### src/sv/smc_pkg.sv
package smc_pkg;
	localparam int Dim = 4;
	localparam int MaxSamples = 1024;
	localparam int MaxColumns = 256;
	localparam int AddrW = $clog2(MaxSamples);
	localparam int CntW = AddrW + 1;
	localparam int SumW = 16 + CntW;
	localparam int AccW = 33 + CntW;

	localparam logic [1:0] KIND_MEAN = 2'd0;
	localparam logic [1:0] KIND_COV = 2'd1;
	localparam logic [1:0] KIND_ERR = 2'd2;

	localparam logic CFG_TIME_COLUMN = 1'b0;
	localparam logic CFG_BURNIN = 1'b1;

	typedef enum logic [2:0] {
		ST_IDLE, ST_SUM, ST_MEAN_DIV, ST_COV, ST_COV_DIV, ST_EMIT
	} smc_state_t;

	typedef struct packed {
		logic clear;
		logic en;
		logic mode_cov;
	} lane_ctl_t;
endpackage

### src/sv/smc_lane.sv
// One accumulator lane: sums elements, or products of centered pairs.
module smc_lane import smc_pkg::*; (
	input  logic                   clk,
	input  lane_ctl_t              ctl,
	input  logic signed [15:0]     a,
	input  logic signed [15:0]     b,
	input  logic signed [15:0]     mean_a,
	input  logic signed [15:0]     mean_b,
	output logic signed [AccW-1:0] acc
);
	logic signed [16:0] da_s1, db_s1;
	logic signed [33:0] prod_s2;
	logic               en_s1, en_s2, cov_s1, cov_s2;
	logic signed [15:0] a_s1;

	always_ff @(posedge clk) begin
		en_s1 <= ctl.en;
		cov_s1 <= ctl.mode_cov;
		a_s1 <= a;
		da_s1 <= 17'(a) - 17'(mean_a);
		db_s1 <= 17'(b) - 17'(mean_b);
		en_s2 <= en_s1;
		cov_s2 <= cov_s1;
		prod_s2 <= cov_s1 ? 34'(da_s1 * db_s1) : 34'(a_s1);
		if (ctl.clear) acc <= '0;
		else if (en_s2) acc <= acc + AccW'(prod_s2);
	end
endmodule

### config.mk
export PLATFORM = sky130hd
export DESIGN_NAME = smc_lane
export DESIGN_NICKNAME = d
export VERILOG_FILES = /design/src/sv/smc_pkg.sv /design/src/sv/smc_lane.sv
export SDC_FILE = /design/constraint.sdc
export NUM_CORES = 1
export LEC_CHECK = 0
export ABC_AREA = 1
export BUFFER_PORTS_ARGS = -buffer_cell sky130_fd_sc_hd__buf_2
export CAP_MARGIN = 20
export CORE_UTILIZATION = 41
export DETAILED_ROUTE_END_ITERATION = 10
export SYNTH_ARGS = -nofsm -noshare
export SYNTH_HDL_FRONTEND = slang
export SYNTH_SLANG_ARGS = --single-unit
### constraint.sdc
create_clock -name clk -period 16.5 [get_ports clk]
set_input_delay 2.475 -clock clk [delete_from_list [all_inputs] [get_ports clk]]
set_output_delay 2.475 -clock clk [all_outputs]
set_load 0.01 [all_outputs]
# Word-level counts from Yosys, hierarchy flattened
# Cells that the tools add are included.
dict set report totals {
  inputBits 68
  word_cells 13
  register_bits 131
  out_inout_bits 44
}
dict set report op_classes {
  n_addsub 3
  mul 1
  mux 1
}
# op n
set ops {}
lappend ops {{adder 44 x 34 -> 44 bit} 1}
lappend ops {{multiplier 17 x 17 -> 34 bit} 1}
lappend ops {{2-to-1 mux 34 bit} 1}
lappend ops {{subtractor 16 x 16 -> 17 bit} 2}

# Logic depth before layout (Yosys ltp)
dict set report depth {
  depth_word 2
  ltp_mapped 28
  depth_no_buf 26
}

# Worst setup path after synthesis
# OpenSTA, ideal clock, no wires.
dict set report synth_timing {
  kind {register to register}
  start {register da_s1[16]}
  end {register prod_s2[28]}
  setup_time_ns 0.126
  setup_slack_ns 10.893
  n_path_buf 2
  stages_incl_launch_ff 24
  synth_period_minus_slack_ns 5.607
  t_arrival_ns 5.481
  required_time_ns 16.374
  cell_sequence {dfxtp_1 clkbuf_1 clkbuf_1 nand2_1 inv_1 fa_1 fa_1 fa_1 fa_1 fa_1 inv_1 fa_1 inv_1 ha_1 nand2_1 nor2_1 inv_1 nor2_1 nand3_1 or2_1 nand3_1 a21oi_1 o21ai_0 nand2_1}
}
dict set report synth_via {
  elab_chain_len 2
}
# item line
set synth_rtl {}
lappend synth_rtl {{from (decl)} smc_lane.sv:11} ;# logic signed [16:0] da_s1, db_s1;
lappend synth_rtl {{from (signal assigned)} smc_lane.sv:20} ;# da_s1 <= 17'(a) - 17'(mean_a);
lappend synth_rtl {{multiplier 17 x 17 -> 34 bit} smc_lane.sv:24} ;# prod_s2 <= cov_s1 ? 34'(da_s1 * db_s1) : 34'(a_s1);
lappend synth_rtl {{2-to-1 mux 34 bit} smc_lane.sv:24}
lappend synth_rtl {{to (signal assigned)} smc_lane.sv:24}
lappend synth_rtl {{to (decl)} smc_lane.sv:12} ;# logic signed [33:0] prod_s2;
# No other way between the ends.
# A chain may end at the register's enable or synchronous reset.

# Worst setup path in the final report
dict set report layout_timing {
  start {register db_s1[2]}
  end {register prod_s2[31]}
}
dict set report layout_via {
  elab_chain_len 2
}
# item line
set layout_rtl {}
lappend layout_rtl {{from (decl)} smc_lane.sv:11}
lappend layout_rtl {{from (signal assigned)} smc_lane.sv:21} ;# db_s1 <= 17'(b) - 17'(mean_b);
lappend layout_rtl {{multiplier 17 x 17 -> 34 bit} smc_lane.sv:24}
lappend layout_rtl {{2-to-1 mux 34 bit} smc_lane.sv:24}
# No other way between the ends.

==> impl_metrics.csv <==
group,metric,value,unit
clock_tree,cts_resized,0,
synthesis,async_flop_share,0,%
route,drtIter0Drc,1037,
clock_tree,cts-htree-levels,4,
place,place_congestion,0.9394,
place,portBuffers,111,
layout,fill_cells,5092,
critical_path,start_kind,"register",
synthesis,syn_area,20310,µm²
route,remaining_drc_errors,0,
clock_tree,cts_hold_buf,0,
grt,top_usage_layer,"met2",
route,wl_per_cell,16.02,µm
layout,nets,3451,
critical_path,critical_path_required,16810,ps
grt,grt_max_degree,73,
synthesis,ys_ff_latch,131,
clock_tree,root_buffer,"clkbuf_16",
critical_path,cpPeakStageDelay,890,ps
timing,relSlewSlack,36.41,%
clock_tree,cts_buffers,17,
clock_tree,insertion_delay,460,ps
synthesis,synth-edff-count,0,
critical_path,crit_path_top_delay_cell,"fa_1",
critical_path,crit_top_cell,"fa_1",
critical_path,crit_type,"reg2reg",
route,ant_nets,0,
critical_path,path_max_fanout,17,
run,cap_violations,0,
layout,fin_util,44.91,%
timing,clock.fmax,147.4,MHz
grt,grtUsageTotal,23.98,%
timing,whs,330.1,ps
layout,mostFrequentLayoutCell,"inv_1",
layout,regArea,2624,µm²
floorplanning,num_rows,81,
route,viasPerCell,4.861,
route,firstDrtPassIters,5,
timing,fin_crit_sh,41.10,%
critical_path,cp_cell_sequence,"nand2_1, inv_1, fa_1, fa_1, fa_1, fa_1, fa_1, inv_1, fa_1, inv_1, ha_1, nand2_1, nor2_1, inv_1, nor3_1, nand3_1, nand2_1, nand2_1, nand3_1, nand2_1",
timing,hold_viol,0,
grt,gr-total-overflow,0,
run_status,status,"finished, final reports clean",
floorplanning,dieArea,50430,µm²
grt,grtUsageMet3,3.279,%
synthesis,syn_avg_cell_area,7.064,µm²
clock_tree,clk_pin_slew,60,ps
grt,grt_pass1_wl,93960,µm
synthesis,yosys.cell_types.count,49,
timing,setup_viol,0,
floorplanning,die_h,224.6,µm
route,num_vias,17500,
synthesis,ys.flop_type,"dfxtp_1",
synthesis,syn_inst,2875,
floorplanning,fp.coreArea,48950,µm²
grt,grt_use_met2,42.12,%
floorplanning,die_w,224.6,µm
floorplanning,ios,112,
layout,layout-drive-gt1-share,6.129,%
layout,mostFrequentLayoutCells,"742 x inv_1, 739 x nand2_1, 299 x fa_1",
timing,tightest_slew,952.5,ps
layout,syn2layout_area_growth,8.243,%
clock_tree,clock_path_buffers,2,
grt,antenna_found_initial,0,
grt,grt_pass1_vias,18080,
timing,period_minus_slack,6782,ps
clock_tree,cts_tree,"built",
grt,use_met1,29.57,%
synthesis,ys_seq_area_share,12.91,%
synthesis,synth_warnings,0,
synthesis,synth_nets,3402,
timing,setup_tns,0,ps
place,dp_hpwl,48950,µm
clock_tree,cts_sinks,131,
critical_path,arrival,7090,ps
clock_tree,cts_setup_buffers,0,
hold_path,min_path_type,"reg2reg",
critical_path,endpoint_kind,"register",
floorplanning,start_util,41.49,%
timing,fin_worst_skew,16.82,ps
timing,rsz0062_at_grt,"no",
layout,insertedDiodeCount,0,
timing,slew_violations,0,
layout,multiInputGateArea,14540,µm²
route,routed_wl,57680,µm
## synth_stat cells, types with 9 or more instances
cell	number	area, µm²
xor2_1	38	332.8
o21ai_0	82	410.4
a21oi_1	115	575.6
nand4_1	22	137.6
o21bai_1	18	135.1
a21o_1	13	97.59
nor3_1	9	45.04
nand3_1	94	470.5
ha_1	160	2002
nor2_1	233	874.6
inv_1	742	2785
fa_1	299	5986
xnor2_1	21	183.9
nand2_1	739	2774
clkbuf_1	80	300.3
dfxtp_1	131	2623
o21ai_1	10	50.05
## final timing paths
check / from / end / slack [ps] / cells after the start
worst min register to register: en_s1 / en_s2 / 330 / 0
worst max-delay path: db_s1[2] / prod_s2[31] / 9720 / 20
worst min-delay path: en_s1 / en_s2 / 330 / 0
worst max register to register: db_s1[2] / prod_s2[31] / 9720 / 20
## sequential cells by signal, indices dropped and copies added (netlist names)
name,flops
cov_s1,1
a_s1,16
prod_s2,34
acc,44
da_s1,17
db_s1,17
en_s1,1
en_s2,1
## stage by stage
step | worst slack (ps) | cell area, µm² | instances
final | 9718 | 21980 | 3601
after global routing | 9329 | 21980 | 3601
after CTS | 9807 | 21980 | 3601
after detailed placement | 9822 | 21390 | 3569
after global placement | 9884 | 21390 | 3569
after floorplan | 10890 | 20310 | 2875
## cells by family (layout without fill, tap and decap cells)
group	after synthesis	count (layout)	share of synthesized area, %
adder cells (fa/ha/maj)	459	459	39.33
AO/OA/AOI/OAI	271	271	7.658
flip-flops	131	131	12.91
AND/OR/NAND/NOR	1124	1124	22.06
buffers and inverters	831	893	15.50
XOR/XNOR	59	59	2.545
## worst max-delay path: cells and delay by family (launching register included)
family	cells	cell delay, ps
flip-flops	1	850
adder cells (fa/ha/maj)	7	3770
AND/OR/NAND/NOR	9	1630
buffers and inverters	4	370
## routing by layer
metal  wire, µm  share of wire, %
met5          0                 0
met4       2184               3.8
met3       3011               5.2
met2      27970                48
met1      24510                42
## cell type report
type                            instances  area share (%)
Clock inverter                         14          0.7570
Tap cell                              664           3.779
Sequential cell                       131           11.94
Inverter                              744           12.70
Timing Repair Buffer                  117           2.732
Multi-Input combinational cell       1913           66.14
Clock buffer                           18           1.952
Power is not shown: default switching activity piles up to over one toggle a cycle in this logic, so the estimate is an artifact.
