==> src/sv/smc_pkg.sv <==
package smc_pkg;
	localparam int Dim = 4;
	localparam int MaxSamples = 1024;
	localparam int MaxColumns = 256;
	localparam int AddrW = $clog2(MaxSamples);
	localparam int CntW = AddrW + 1;
	localparam int SumW = 16 + CntW;
	localparam int AccW = 33 + CntW;

	localparam logic [1:0] KIND_MEAN = 2'd0;
	localparam logic [1:0] KIND_COV = 2'd1;
	localparam logic [1:0] KIND_ERR = 2'd2;

	localparam logic CFG_TIME_COLUMN = 1'b0;
	localparam logic CFG_BURNIN = 1'b1;

	typedef enum logic [2:0] {
		ST_IDLE, ST_SUM, ST_MEAN_DIV, ST_COV, ST_COV_DIV, ST_EMIT
	} smc_state_t;

	typedef struct packed {
		logic clear;
		logic en;
		logic mode_cov;
	} lane_ctl_t;
endpackage

==> src/sv/smc_div.sv <==
// Restoring divider of a signed dividend by an unsigned count, truncation toward zero.
module smc_div import smc_pkg::*; (
	input  logic                   clk,
	input  logic                   arst_n,
	input  logic                   go,
	input  logic signed [AccW-1:0] dividend,
	input  logic [CntW-1:0]        divisor,
	output logic                   done,
	output logic signed [47:0]     quotient
);
	localparam int CW = $clog2(AccW + 1);
	logic [AccW-1:0] q_q;
	logic [CntW:0]   r_q;
	logic [CntW-1:0] d_q;
	logic            neg_q;
	logic            busy_q;
	logic [CW-1:0]   cnt_q;
	logic [CntW:0]   trial;
	logic [CntW:0]   rsub;
	logic [AccW-1:0] qneg;

	assign trial = {r_q[CntW-1:0], q_q[AccW-1]};
	assign rsub = trial - {1'b0, d_q};
	assign qneg = neg_q ? (~q_q + AccW'(1)) : q_q;
	assign quotient = 48'(signed'(qneg));

	always_ff @(posedge clk or negedge arst_n) begin
		if (!arst_n) begin
			busy_q <= 1'b0;
			done <= 1'b0;
			cnt_q <= '0;
		end else begin
			done <= 1'b0;
			if (go) begin
				busy_q <= 1'b1;
				cnt_q <= CW'(AccW);
			end else if (busy_q) begin
				cnt_q <= cnt_q - CW'(1);
				if (cnt_q == CW'(1)) begin
					busy_q <= 1'b0;
					done <= 1'b1;
				end
			end
		end
	end

	always_ff @(posedge clk) begin
		if (go) begin
			neg_q <= dividend[AccW-1];
			q_q <= dividend[AccW-1] ? (~dividend + AccW'(1)) : dividend;
			r_q <= '0;
			d_q <= divisor;
		end else if (busy_q) begin
			if (!rsub[CntW]) begin
				r_q <= rsub;
				q_q <= {q_q[AccW-2:0], 1'b1};
			end else begin
				r_q <= trial;
				q_q <= {q_q[AccW-2:0], 1'b0};
			end
		end
	end
endmodule

==> config.mk <==
export PLATFORM = sky130hd
export DESIGN_NAME = smc_div
export DESIGN_NICKNAME = d
export VERILOG_FILES = /design/src/sv/smc_pkg.sv /design/src/sv/smc_div.sv
export SDC_FILE = /design/constraint.sdc
export NUM_CORES = 1
export LEC_CHECK = 0
export ABC_AREA = 1
export BUFFER_PORTS_ARGS = -buffer_cell sky130_fd_sc_hd__clkbuf_2
export CAP_MARGIN = 0
export CORE_MARGIN = 2
export CORE_UTILIZATION = 58
export CTS_CLUSTER_SIZE = 14
export DETAILED_ROUTE_END_ITERATION = 6
export PLACE_DENSITY_LB_ADDON = 0.3
export REMOVE_ABC_BUFFERS = 1
export SLEW_MARGIN = 20
export SYNTH_ARGS = -nofsm -noshare
export SYNTH_HDL_FRONTEND = slang
export SYNTH_SLANG_ARGS = --single-unit
==> constraint.sdc <==
create_clock -name clk -period 2.8 [get_ports clk]
set_input_delay 0.84 -clock clk [delete_from_list [all_inputs] [get_ports clk]]
set_output_delay 0.84 -clock clk [all_outputs]
set_load 0.03 [all_outputs]
======== Word level (Yosys, flattened, before mapping) ========
Cells that the tools add are included.
Widths: inputs -> output; s select.
operators by class
  reduce and logical (&&, ||, !) cells .... 1
  equality and inequality tests ........... 1
  add/sub/neg operators ................... 4
  bitwise logic cells ..................... 2
  mux-type cells .......................... 14
operators by type and width
  operator               count
  $mux 44                4
  $not 44->44            2
  $add 44x1->44 const B  1
  $add 44x2->44 const B  1
  $mux 6                 2
  $sub 12x11->12         1
  $mux 11                1
  $mux 1                 7
  $eq 6x1->1 const B     1
  $sub 6x1->6 const B    1
  $reduce_bool 2->1      1
word-level totals
  output and inout bits ................... 49
  logic and storage cells ................. 29
  input bits .............................. 58
  bits in registers ....................... 75

======== Longest topological paths before layout ========
Gate-level depths: netlist of the first run.
  word-level depth ........................ 4
  mapped depth ............................ 14
  depth with buffers taken out ............ 14

======== Worst setup path after synthesis of the first run ========
No wires, ideal clock.
  path kind ............................... register to output
  start point ............................. register q_q[0]
  end point ............................... output quotient[30]
  data required time ...................... 1960 ps
  cell stages (with the launch flop) ...... 9
  path buffers ............................ 0
  data arrival time ....................... 1900 ps
  path slack .............................. 60 ps
  cell sequence ........................... edfxtp_1 > inv_1 > ha_1 > inv_1 > nor2_2 > nand2_1 > nor2_1 > xor2_1 > o21ai_0
on the way
  longest elaborated chain between the ends .. 3
RTL lines
  item                    line           RTL
  start, declared         smc_div.sv:12  logic [AccW-1:0] q_q;
  start signal, assigned  smc_div.sv:50  q_q <= dividend[AccW-1] ? (~dividend + AccW'(1)) : dividend;
  start signal, assigned  smc_div.sv:56  q_q <= {q_q[AccW-2:0], 1'b1};
  start signal, assigned  smc_div.sv:59  q_q <= {q_q[AccW-2:0], 1'b0};
  $not 44->44             smc_div.sv:24  assign qneg = neg_q ? (~q_q + AccW'(1)) : q_q;
  $add 44x1->44           smc_div.sv:24
  $mux 44                 smc_div.sv:24
  end, declared           smc_div.sv:9   output logic signed [47:0] quotient
Every way passes these cells.

======== Final worst setup path of the first run ========
  start point ............................. register q_q[8]
  end point ............................... output quotient[17]
Same word-level chain as after synthesis.

==> results of run 1 <==
## cell usage in the layout (no fill, tap or decap), drive strengths merged, types with 11 or more instances in the layout
master and count:
ha 15, edfxtp 56, nand4 27, a21oi 15, nand3 116, clkbuf 97, buf 88, nor3 12
inv 132, o21ai 62, xor2 49, nand3b 16, nand2 299, nor2 118, dfxtp 11
## power by group through the flow
stage               logic (mW)  registers (mW)  clock network [mW]
finish                    2.56            1.55                1.32
global route              2.78            1.57                1.37
CTS                       2.34            1.53                1.31
detailed placement        2.12            1.55                   0
global placement          2.07            1.54                   0
floorplan                 1.53            1.53                   0
## state kept, by name, indices dropped and copies added (netlist names)
| name | flops |
|---|---|
| q_q | 44 |
| done | 1 |
| busy_q | 1 |
| d_q | 11 |
| cnt_q | 6 |
| neg_q | 1 |
| r_q | 11 |
## synthesized netlist by cell type (all sizes together)
master	count	area, sq um
nand2	299	1190
inv	132	495
nor2	118	526
nand3	116	631
o21ai	62	340
edfxtp	56	1680
xor2	49	437
nand4	27	175
buf	17	121
nand3b	16	120
a21oi	15	75.1
ha	15	188
clkbuf	13	48.8
nor3	12	70.1
dfxtp	11	220
xnor2	9	78.8
dfrtp	8	200
nor4	3	25.0
or2	3	18.8
a31oi	2	12.5
clkinv	2	8.75
o22ai	2	12.5
and3	1	6.26
fa	1	20.0
o21bai	1	7.51
## layout make-up
cell class / instances / share of cell area
multi-input cells: 751 / 0.496
flip-flops and latches: 75 / 0.239
repair buffers: 173 / 0.148
inverters: 134 / 0.0577
clock buffers: 12 / 0.0329
well taps: 143 / 0.0204
clock inverters: 4 / 0.00599
## logic make-up (layout without fill, tap and decap cells)
family                     Yosys count  after routing  share of synthesized area
AOI/OAI and AO/OA                   82             82                     0.0668
xor gates and xnor gates            58             58                     0.0769
adders and majority gates           16             16                     0.0310
buffers and inverters              164            323                      0.101
DFF                                 75             75                      0.313
and+or+nand+nor                    595            595                      0.411
## routing by layer
layer	wire [microns]	vias to the layer above	part of all wire
met5	0	-	0
met4	1380	0	0.061
met3	2020	140	0.090
met2	10800	502	0.48
met1	8350	3480	0.37
li1	-	3502	-
## worst min path at each step
stage / depth (start not counted) / end / slack (ps)
floorplan: 2 / r_q[1] / 440
global placement: 2 / r_q[8] / 460
detailed placement: 2 / r_q[8] / 460
CTS: 1 / cnt_q[4] / 330
global route: 1 / cnt_q[5] / 340
finish: 1 / cnt_q[4] / 330
## critical path, delay by kind of cell, from the launching register on
kind / cells / cell delay, ps
AND/OR/NAND/NOR: 4 / 660
flip-flops: 1 / 450
buffers and inverters: 2 / 370
XOR/XNOR: 1 / 250
AO/OA/AOI/OAI: 1 / 180
## stage by stage
stage                      util  cell area [sq um]  setup slack [ps]
after floorplan               -               6540              -352
after detailed placement  0.653               7430               121
final                     0.772               8780              -293
after CTS                 0.732               8320              -127
after global routing      0.772               8780              -319
after global placement    0.653               7430               160
## timing repair
action,in CTS,in global routing
pin swaps,27,42
endpoints found under the setup margin,34,38
resized for setup,109,106
buffers inserted,26,20
hold buffers,0,0
==> flow_metrics.py, run 1 <==
metrics = {
    "outcome": {
        "status": "finished, violations left",
        "violations": "negative setup slack",
    },
    "power_and_ir_drop": {
        "p_switching_mw": 2.27,
        "total_power_mw": 5.43,
        "max-vdd-ir-drop_mv": 0.550,
        "p_int_mw": 3.16,
        "share_seq_of_total_power": 0.285,
        "switching_share": 0.418,
        "pwr-share-clk": 0.243,
        "power_density_nw_per_um2": 618,
        "pwr-share-comb": 0.472,
        "p_leak_nw": 4.18,
    },
    "synth": {
        "netlist_area_sq_um": 6710,
        "synthCells": 990,
        "ys_warn_count": 0,
        "ys_types": 44,
        "ys_seq_area_frac": 0.313,
        "synth_area_per_cell_sq_um": 6.77,
        "ys_ff_latch": 75,
    },
    "sta": {
        "max_freq_ghz": 0.323,
        "finalSetupViolCount": 38,
        "final_hold_viol_count": 0,
        "slew_violations": 0,
        "setup_tns_ps": -6120,
        "tightest_slew_ps": 822,
        "fin_crit_ps": 3090,
        "clock_skew_ps": 11.8,
        "rsz0062_at_grt": "true",
        "slew_headroom": 0.450,
        "period_share": 1.10,
        "holdWs_ps": 335,
        "fin_ws_ps": -293,
    },
    "final_layout": {
        "syn2layout_area_growth_pct": 30.9,
        "antennaDiodeCount": 0,
        "drive_gt1_frac": 0.302,
        "multiInputGateArea_sq_um": 4350,
        "fin_nets": 1218,
        "fill_cells": 792,
        "stdcell_count": 1292,
        "layout.area.seq_sq_um": 2100,
    },
    "critical_path": {
        "r2r_setup_slack_ps": 670,
        "rr_endpoint": "r_q[8]",
        "start_kind": "flip-flop",
        "worstSetupStartpoint": "q_q[8]",
        "cp_data_arrival_time_ps": 2250,
        "crit_end": "quotient[17]",
        "cp_common_cell": "nor2_4",
        "crit_fanout": 4,
        "crit_required_ps": 1960,
        "crit-reg2reg-launch": "q_q[43]",
        "crit_chain": "nor2_4 > nand3b_1 > nor2_4 > buf_6 > nand2_4 > o21ai_1 > xor2_1 > clkbuf_4",
        "worst_path_largest_cell_delay_ps": 450,
        "r2r_cells": 14,
        "path_class": "flip-flop to output pin",
        "worst_setup_path_end_kind": "output pin",
        "cpMaxStageDelayCell": "edfxtp_1",
    },
    "global_route": {
        "top_usage_layer": "met2",
        "grt_max_degree": 54,
        "grt_antenna_before_repair": 0,
        "use_met1": 0.404,
        "grt_overflow": 0,
        "grt_use_met3": 0.0577,
        "grt_pass1_wl_microns": 32500,
        "grt_use_met2": 0.549,
        "grtUsageTotal": 0.324,
        "grt_pass1_vias": 6867,
    },
    "cts": {
        "cts_tree": "done",
        "clockBufferDepth": 2,
        "numCtsBuffers": 9,
        "insertion_delay_ps": 350,
        "cts_sinks": 75,
        "clkTransAtPathRegs_ps": 60,
        "cts_root_buffer": "clkbuf_16",
        "cts_max_level": 3,
    },
    "routing": {
        "viasPerCell": 5.90,
        "final_antenna_net_count": 0,
        "drc_errors": 0,
        "via_count": 7624,
        "first_pass_iters": 6,
        "avgRoutedWirePerCell_microns": 17.5,
        "first_iter_violations": 911,
        "drt_wl_total_microns": 22600,
    },
    "placed_design": {
        "dp_hpwl_microns": 14700,
        "gp_congestion": 0.952,
        "portBuffers": 106,
        "post-place-cells": 1230,
    },
    "die": {
        "io_pins": 107,
        "die_area_sq_um": 12400,
        "dieHeight_microns": 112,
        "rows": 39,
        "start_util": 0.590,
        "core_area_sq_um": 11400,
        "die_x_microns": 112,
    },
    "job": {
        "drv_cap": 0,
    },
    "hold_path": {
        "hold_class": "input pin to asynchronous set/reset pin",
    },
}
No activity file was read; power rests on OpenSTA's default activity.
==> run 2, diff against run 1 <==
--- a/config.mk
+++ b/config.mk
@@ -5,11 +5,10 @@
 export SDC_FILE = /design/constraint.sdc
 export NUM_CORES = 1
 export LEC_CHECK = 0
-export ABC_AREA = 1
 export BUFFER_PORTS_ARGS = -buffer_cell sky130_fd_sc_hd__clkbuf_2
 export CAP_MARGIN = 0
 export CORE_MARGIN = 2
-export CORE_UTILIZATION = 58
+export CORE_UTILIZATION = 56
 export CTS_CLUSTER_SIZE = 14
 export DETAILED_ROUTE_END_ITERATION = 6
 export PLACE_DENSITY_LB_ADDON = 0.3
==> run 2 against run 1 <==
Against the previous run: the flow still finishes with violations (negative setup slack); combinational power about the same; register-to-register slack worse by 660 ps; highest routed layer unchanged; sequential power about the same; first-iteration DRC count down 25%; largest power group unchanged; critical endpoint is now quotient[46]; power down 9.1%; area after synthesis down 19%; clock power down 37%.
==> flow_metrics.py, run 2 <==
metrics = {
    "outcome": {
        "status": "finished, violations left",
        "violations": "negative setup slack",
    },
    "cts": {
        "postCtsHoldBufs": 0,
        "clkTransAtPathRegs_ps": 80,
        "insertion_delay_ps": 360,
        "cts_max_level": 3,
        "cts_sinks": 75,
        "clockBufferDepth": 2,
        "numCtsBuffers": 9,
        "cts_tree": "done",
        "cts_root_buffer": "clkbuf_8",
    },
    "die": {
        "die_area_sq_um": 10400,
        "die_x_microns": 102,
        "io_pins": 107,
        "rows": 35,
        "core_area_sq_um": 9280,
        "start_util": 0.582,
        "dieHeight_microns": 102,
    },
    "global_route": {
        "grt_max_degree": 63,
        "grtUsageTotal": 0.321,
        "grt_antenna_before_repair": 0,
        "grt_overflow": 0,
        "grt_pass1_vias": 5420,
        "grt_pass1_wl_microns": 26000,
    },
    "final_layout": {
        "largest_reg_flops": 44,
        "fill_cells": 411,
        "fin_nets": 872,
        "drive_gt1_frac": 0.436,
        "final_common_cell": "buf_4",
        "top_register": "q_q",
        "stdcell_count": 932,
        "antennaDiodeCount": 0,
        "largestRegisters": "q_q x44, d_q x11, r_q x11",
        "layout_common_cells": "buf_4 (152), nor2_1 (66), clkbuf_2 (59), edfxtp_1 (56), a21oi_1 (50)",
        "final_cell_area_sq_um": 8170,
        "syn2layout_area_growth_pct": 51.3,
    },
    "critical_path": {
        "worst_setup_path_end_kind": "output pin",
        "cp_data_arrival_time_ps": 3300,
        "path_class": "flip-flop to output pin",
        "crit_required_ps": 1960,
        "start_kind": "flip-flop",
        "crit_fanout": 5,
    },
    "synth": {
        "ys_ff_latch": 75,
        "synth_edf_count": 56,
        "synthCells": 576,
        "synth.top_cell.area_share": 0.311,
        "ys_types": 62,
        "synth.area.top_cells": "edfxtp_1 (31%), xnor2_1 (8.4%), xor2_1 (7.0%), nor2_1 (4.7%), a21oi_1 (4.6%)",
        "ys_seq_area_frac": 0.389,
        "synth_flop_cell": "edfxtp_1",
        "yosys.area.top_type": "edfxtp_1",
        "synth_commonest_cells": "nor2_1 (67), edfxtp_1 (56), xnor2_1 (52), a21oi_1 (50), xor2_1 (43)",
        "synth.most_common_cell": "nor2_1",
        "netlist_area_sq_um": 5400,
        "ys_warn_count": 0,
        "synth_area_per_cell_sq_um": 9.37,
        "ys_async_sr_fraction": 0.107,
    },
    "hold_path": {
        "hold_class": "input pin to asynchronous set/reset pin",
    },
    "power_and_ir_drop": {
        "p_leak_nw": 3.52,
        "power_density_nw_per_um2": 604,
        "max-vdd-ir-drop_mv": 0.426,
    },
    "sta": {
        "setup_tns_ps": -36000,
        "tightest_slew_ps": 678,
        "fin_crit_ps": 4140,
        "fin_ws_ps": -1340,
        "period_share": 1.48,
        "finalSetupViolCount": 54,
        "clock_skew_ps": 11.1,
        "final_hold_viol_count": 0,
        "max_freq_ghz": 0.242,
        "rsz0062_at_grt": "true",
        "slew_violations": 0,
        "slew_headroom": 0.547,
    },
    "routing": {
        "drc_errors": 0,
        "drt_wl_total_microns": 20500,
        "final_antenna_net_count": 0,
        "first_iter_violations": 686,
        "via_count": 5981,
        "viasPerCell": 6.42,
        "first_pass_iters": 6,
        "avgRoutedWirePerCell_microns": 22.0,
    },
    "placed_design": {
        "portBuffers": 106,
        "post-place-cells": 893,
        "dp_hpwl_microns": 10200,
        "gp_congestion": 0.889,
        "placed_area_sq_um": 6810,
        "pre_cts_slack_ps": -888,
    },
    "job": {
        "drv_cap": 0,
    },
}
-- run 2: through the flow --
step / hold WS (ps) / util / power, mW
2_1_floorplan: 469 / - / 2.89
3_3_place_gp: 492 / 0.733 / 3.50
3_5_place_dp: 496 / 0.733 / 3.59
4_1_cts: 311 / 0.835 / 4.57
5_1_grt: 322 / 0.880 / 5.09
6_report: 317 / 0.880 / 4.93
-- run 2: critical path, stage by stage (launching register included) --
cell,delay (ps)
edfxtp_1,480
or4_4,620
nor4_4,290
and3_4,300
nand2_4,60
or4_4,460
o41ai_4,260
xnor2_2,220
buf_4,240
-- run 2: worst paths after layout --
kind | start | to | slack, ps | depth (start not counted)
min in group clk | r_q[5] | r_q[5] | 540 | 2
max reg2reg | q_q[43] | r_q[8] | 10 | 12
min | arst_n | busy_q | 320 | 1
max | q_q[14] | quotient[46] | -1340 | 8
min reg2reg | r_q[5] | r_q[5] | 540 | 2
max in group asynchronous | arst_n | cnt_q[4] | 2300 | 1
-- run 2: cell type report --
cell class	count	area, sq um	share of cell area
clock inverters	5	33.8	0.00414
well taps	129	161	0.0198
inverters	24	105	0.0129
clock buffers	11	153	0.0187
flip-flops and latches	75	2100	0.257
multi-input cells	445	3780	0.463
repair buffers	243	1830	0.224
-- run 2: per-layer routing --
metal / track usage / part of all wire / up-vias
met5: 0 / 0 / -
met4: 0.164 / 0.074 / 0
met3: 0.0465 / 0.086 / 147
met2: 0.563 / 0.49 / 489
met1: 0.384 / 0.35 / 2818
li1: - / - / 2527
-- run 2: what timing repair did --
item	in CTS	in global routing
gates resized for setup	137	109
setup endpoints to repair	52	54
pin swaps	45	46
hold endpoints to repair	0	0
buffers inserted	13	15
gates cloned	0	0
-- run 2: power breakdown --
part | switching (mW) | total [mW] | internal (mW)
registers | 0.171 | 1.57 | 1.40
clock network | 0.448 | 0.827 | 0.379
logic | 1.49 | 2.54 | 1.05
total | 2.11 | 4.93 | 2.83
-- run 2: logic make-up (layout without fill, tap and decap cells) --
kind of cell,count (synthesis),after routing,synth area share
buf+inv,56,283,0.0426
fa+ha+maj,16,16,0.0385
flops,75,75,0.389
simple gates,183,183,0.181
xor+xnor,95,95,0.154
mux,10,10,0.0188
compound gates,141,141,0.175
==> run 3, diff against run 2 <==
--- a/config.mk
+++ b/config.mk
@@ -8,10 +8,10 @@
 export BUFFER_PORTS_ARGS = -buffer_cell sky130_fd_sc_hd__clkbuf_2
 export CAP_MARGIN = 0
 export CORE_MARGIN = 2
-export CORE_UTILIZATION = 56
+export CORE_UTILIZATION = 25
 export CTS_CLUSTER_SIZE = 14
 export DETAILED_ROUTE_END_ITERATION = 6
-export PLACE_DENSITY_LB_ADDON = 0.3
+export PLACE_DENSITY = 0.41
 export REMOVE_ABC_BUFFERS = 1
 export SLEW_MARGIN = 20
 export SYNTH_ARGS = -nofsm -noshare
==> run 3 against run 2 <==
Against the previous run: the flow still finishes with violations (negative setup slack); wire length is 23% lower; core utilization is 48 points lower; register-to-register slack better by 240 ps; global-route usage fell by 18 points; power is 2.1% higher; via count fell by 16%; sequential cell count is the same; non-clock buffer count up 1; die area up 120%; sequential share of layout area down 0.79 points; clock power increased by 40%.
==> flow_metrics.py, run 3 (synthesis gave the netlist of run 2 again) <==
metrics = {
    "global_route": {
        "grt_max_degree": 61,
        "grt_pass1_wl_microns": 25500,
        "grt_antenna_before_repair": 1,
        "grt_overflow": 0,
        "grtUsageTotal": 0.142,
        "grt_pass1_vias": 4976,
    },
    "sta": {
        "finalSetupViolCount": 45,
        "fin_crit_ps": 3800,
        "fin_ws_ps": -997,
        "final_hold_viol_count": 0,
        "slew_headroom": 0.596,
        "tightest_slew_ps": 598,
        "max_freq_ghz": 0.263,
        "setup_tns_ps": -22780,
        "clock_skew_ps": 9.48,
        "holdWs_ps": 351,
        "rsz0062_at_grt": "true",
        "slew_violations": 0,
        "period_share": 1.36,
    },
    "cts": {
        "clockBufferDepth": 2,
        "insertion_delay_ps": 330,
        "clkTransAtPathRegs_ps": 60,
        "cts_sinks": 75,
        "postCtsHoldBufs": 0,
        "cts_root_buffer": "clkbuf_16",
        "cts_max_level": 3,
        "numCtsBuffers": 9,
        "cts_tree": "done",
    },
    "critical_path": {
        "cpLargestDelayFamily": "simple AND/OR/NAND/NOR gates",
        "cp_common_cell": "or4_4",
        "worstSetupStartpoint": "q_q[14]",
        "crit_required_ps": 1960,
        "worst_setup_path_end_kind": "output pin",
        "cpMaxStageDelayCell": "or4_4",
        "crit_chain": "or4_4 > nor4_4 > and3_4 > nand2_2 > or4_4 > o41ai_4 > xnor2_2 > buf_4",
        "crit_fanout": 5,
        "crit-reg2reg-launch": "q_q[43]",
        "cp.buffers_inverters": 1,
        "worst_path_largest_cell_delay_ps": 570,
        "start_kind": "flip-flop",
        "cp_data_arrival_time_ps": 2960,
        "path_class": "flip-flop to output pin",
    },
    "final_layout": {
        "drive_gt1_frac": 0.443,
        "fin_nets": 873,
        "syn2layout_area_growth_pct": 56.1,
        "top_register": "q_q",
        "final_common_cell": "buf_4",
        "largest_reg_flops": 44,
        "largestRegisters": "q_q x44, d_q x11, r_q x11",
        "layout_common_cells": "buf_4 (157), nor2_1 (66), clkbuf_2 (60), edfxtp_1 (56), a21oi_1 (50)",
        "fill_cells": 2115,
    },
    "routing": {
        "avgRoutedWirePerCell_microns": 14.7,
        "via_count": 5000,
        "viasPerCell": 4.63,
        "first_iter_violations": 201,
        "drt_wl_total_microns": 15800,
        "first_pass_iters": 4,
        "final_antenna_net_count": 0,
        "drc_errors": 0,
    },
    "die": {
        "dieHeight_microns": 151,
        "io_pins": 107,
        "die_area_sq_um": 22800,
        "core_area_sq_um": 21100,
        "start_util": 0.256,
        "die_x_microns": 151,
        "rows": 53,
    },
    "power_and_ir_drop": {
        "power_density_nw_per_um2": 598,
        "p_leak_nw": 3.61,
        "max-vdd-ir-drop_mv": 0.270,
    },
    "outcome": {
        "status": "finished, violations left",
        "violations": "negative setup slack",
    },
    "job": {
        "drv_cap": 0,
    },
    "placed_design": {
        "portBuffers": 106,
        "gp_congestion": 0.780,
        "dp_hpwl_microns": 12100,
    },
    "hold_path": {
        "hold_class": "input pin to asynchronous set/reset pin",
    },
}
## run 3: changes by cell type in the layout (fill, tap and decap cells not counted), moves of 4 or more
cell	change
nand2_2	+4
clkbuf_16	+9
buf_4	+5
buf_6	-12
## run 3: metal layers
metal	part of all wire	track usage	vias up
li1	-	-	2542
met1	0.47	0.191	2368
met2	0.49	0.238	81
met3	0.035	0.0229	9
met4	0.011	0.0393	0
met5	0	0	-
## run 3: path summary, 6_finish.rpt
path	end	slack (ps)	depth (start not counted)
worst max-delay path	quotient[46]	-1000	8
min in group clk	r_q[5]	510	2
worst max register to register	r_q[8]	250	12
worst min register to register	r_q[5]	510	2
worst min-delay path	done	350	1
max in group asynchronous	busy_q	2260	1
## run 3: per-stage QoR
step | area, sq um | power (mW) | cells | setup WS [ps] | util
3_3_place_gp | 7070 | 3.62 | 1048 | -838 | 0.335
2_1_floorplan | 5260 | 2.89 | 544 | -1580 | -
6_report | 8430 | 5.04 | 1080 | -997 | 0.400
4_1_cts | 8240 | 5.03 | 1074 | -1070 | 0.391
3_5_place_dp | 7070 | 3.64 | 1048 | -881 | 0.335
5_1_grt | 8430 | 5.37 | 1079 | -1130 | 0.400
## run 3: power by group
| group | internal (mW) | total (mW) | leakage, nW | switching [mW] |
|---|---|---|---|---|
| Clock | 0.702 | 1.16 | 0.151 | 0.454 |
| Sequential | 1.40 | 1.54 | 0.748 | 0.137 |
| Combinational | 1.07 | 2.34 | 2.72 | 1.27 |
## run 3: layout make-up
cell class / instances / area (sq um) / share of cell area
Multi-Input combinational cell: 445 / 3730 / 0.443
Inverter: 24 / 105 / 0.0125
Tap cell: 275 / 344 / 0.0408
Timing Repair Buffer: 244 / 1840 / 0.219
Antenna cell: 1 / 2.50 / 0.000297
Sequential cell: 75 / 2100 / 0.249
Clock inverter: 3 / 18.8 / 0.00223
Clock buffer: 13 / 282 / 0.0334
## run 3: worst register-to-register path: stages (launching register included)
cell      delay (ps)
edfxtp_1         400
inv_1             90
ha_1             150
inv_1             50
fa_1             390
a21o_1           210
a221oi_1         250
buf_4            180
o21bai_1          60
a21o_1           180
xor2_1           140
mux2i_1          210
a211oi_1         100
## run 3: repair_timing
action | 4_1_cts | 5_1_grt
setup buffers | 10 | 6
setup endpoints to repair | 56 | 58
resized for setup | 162 | 65
gates cloned | 0 | 0
pin swaps | 46 | 29
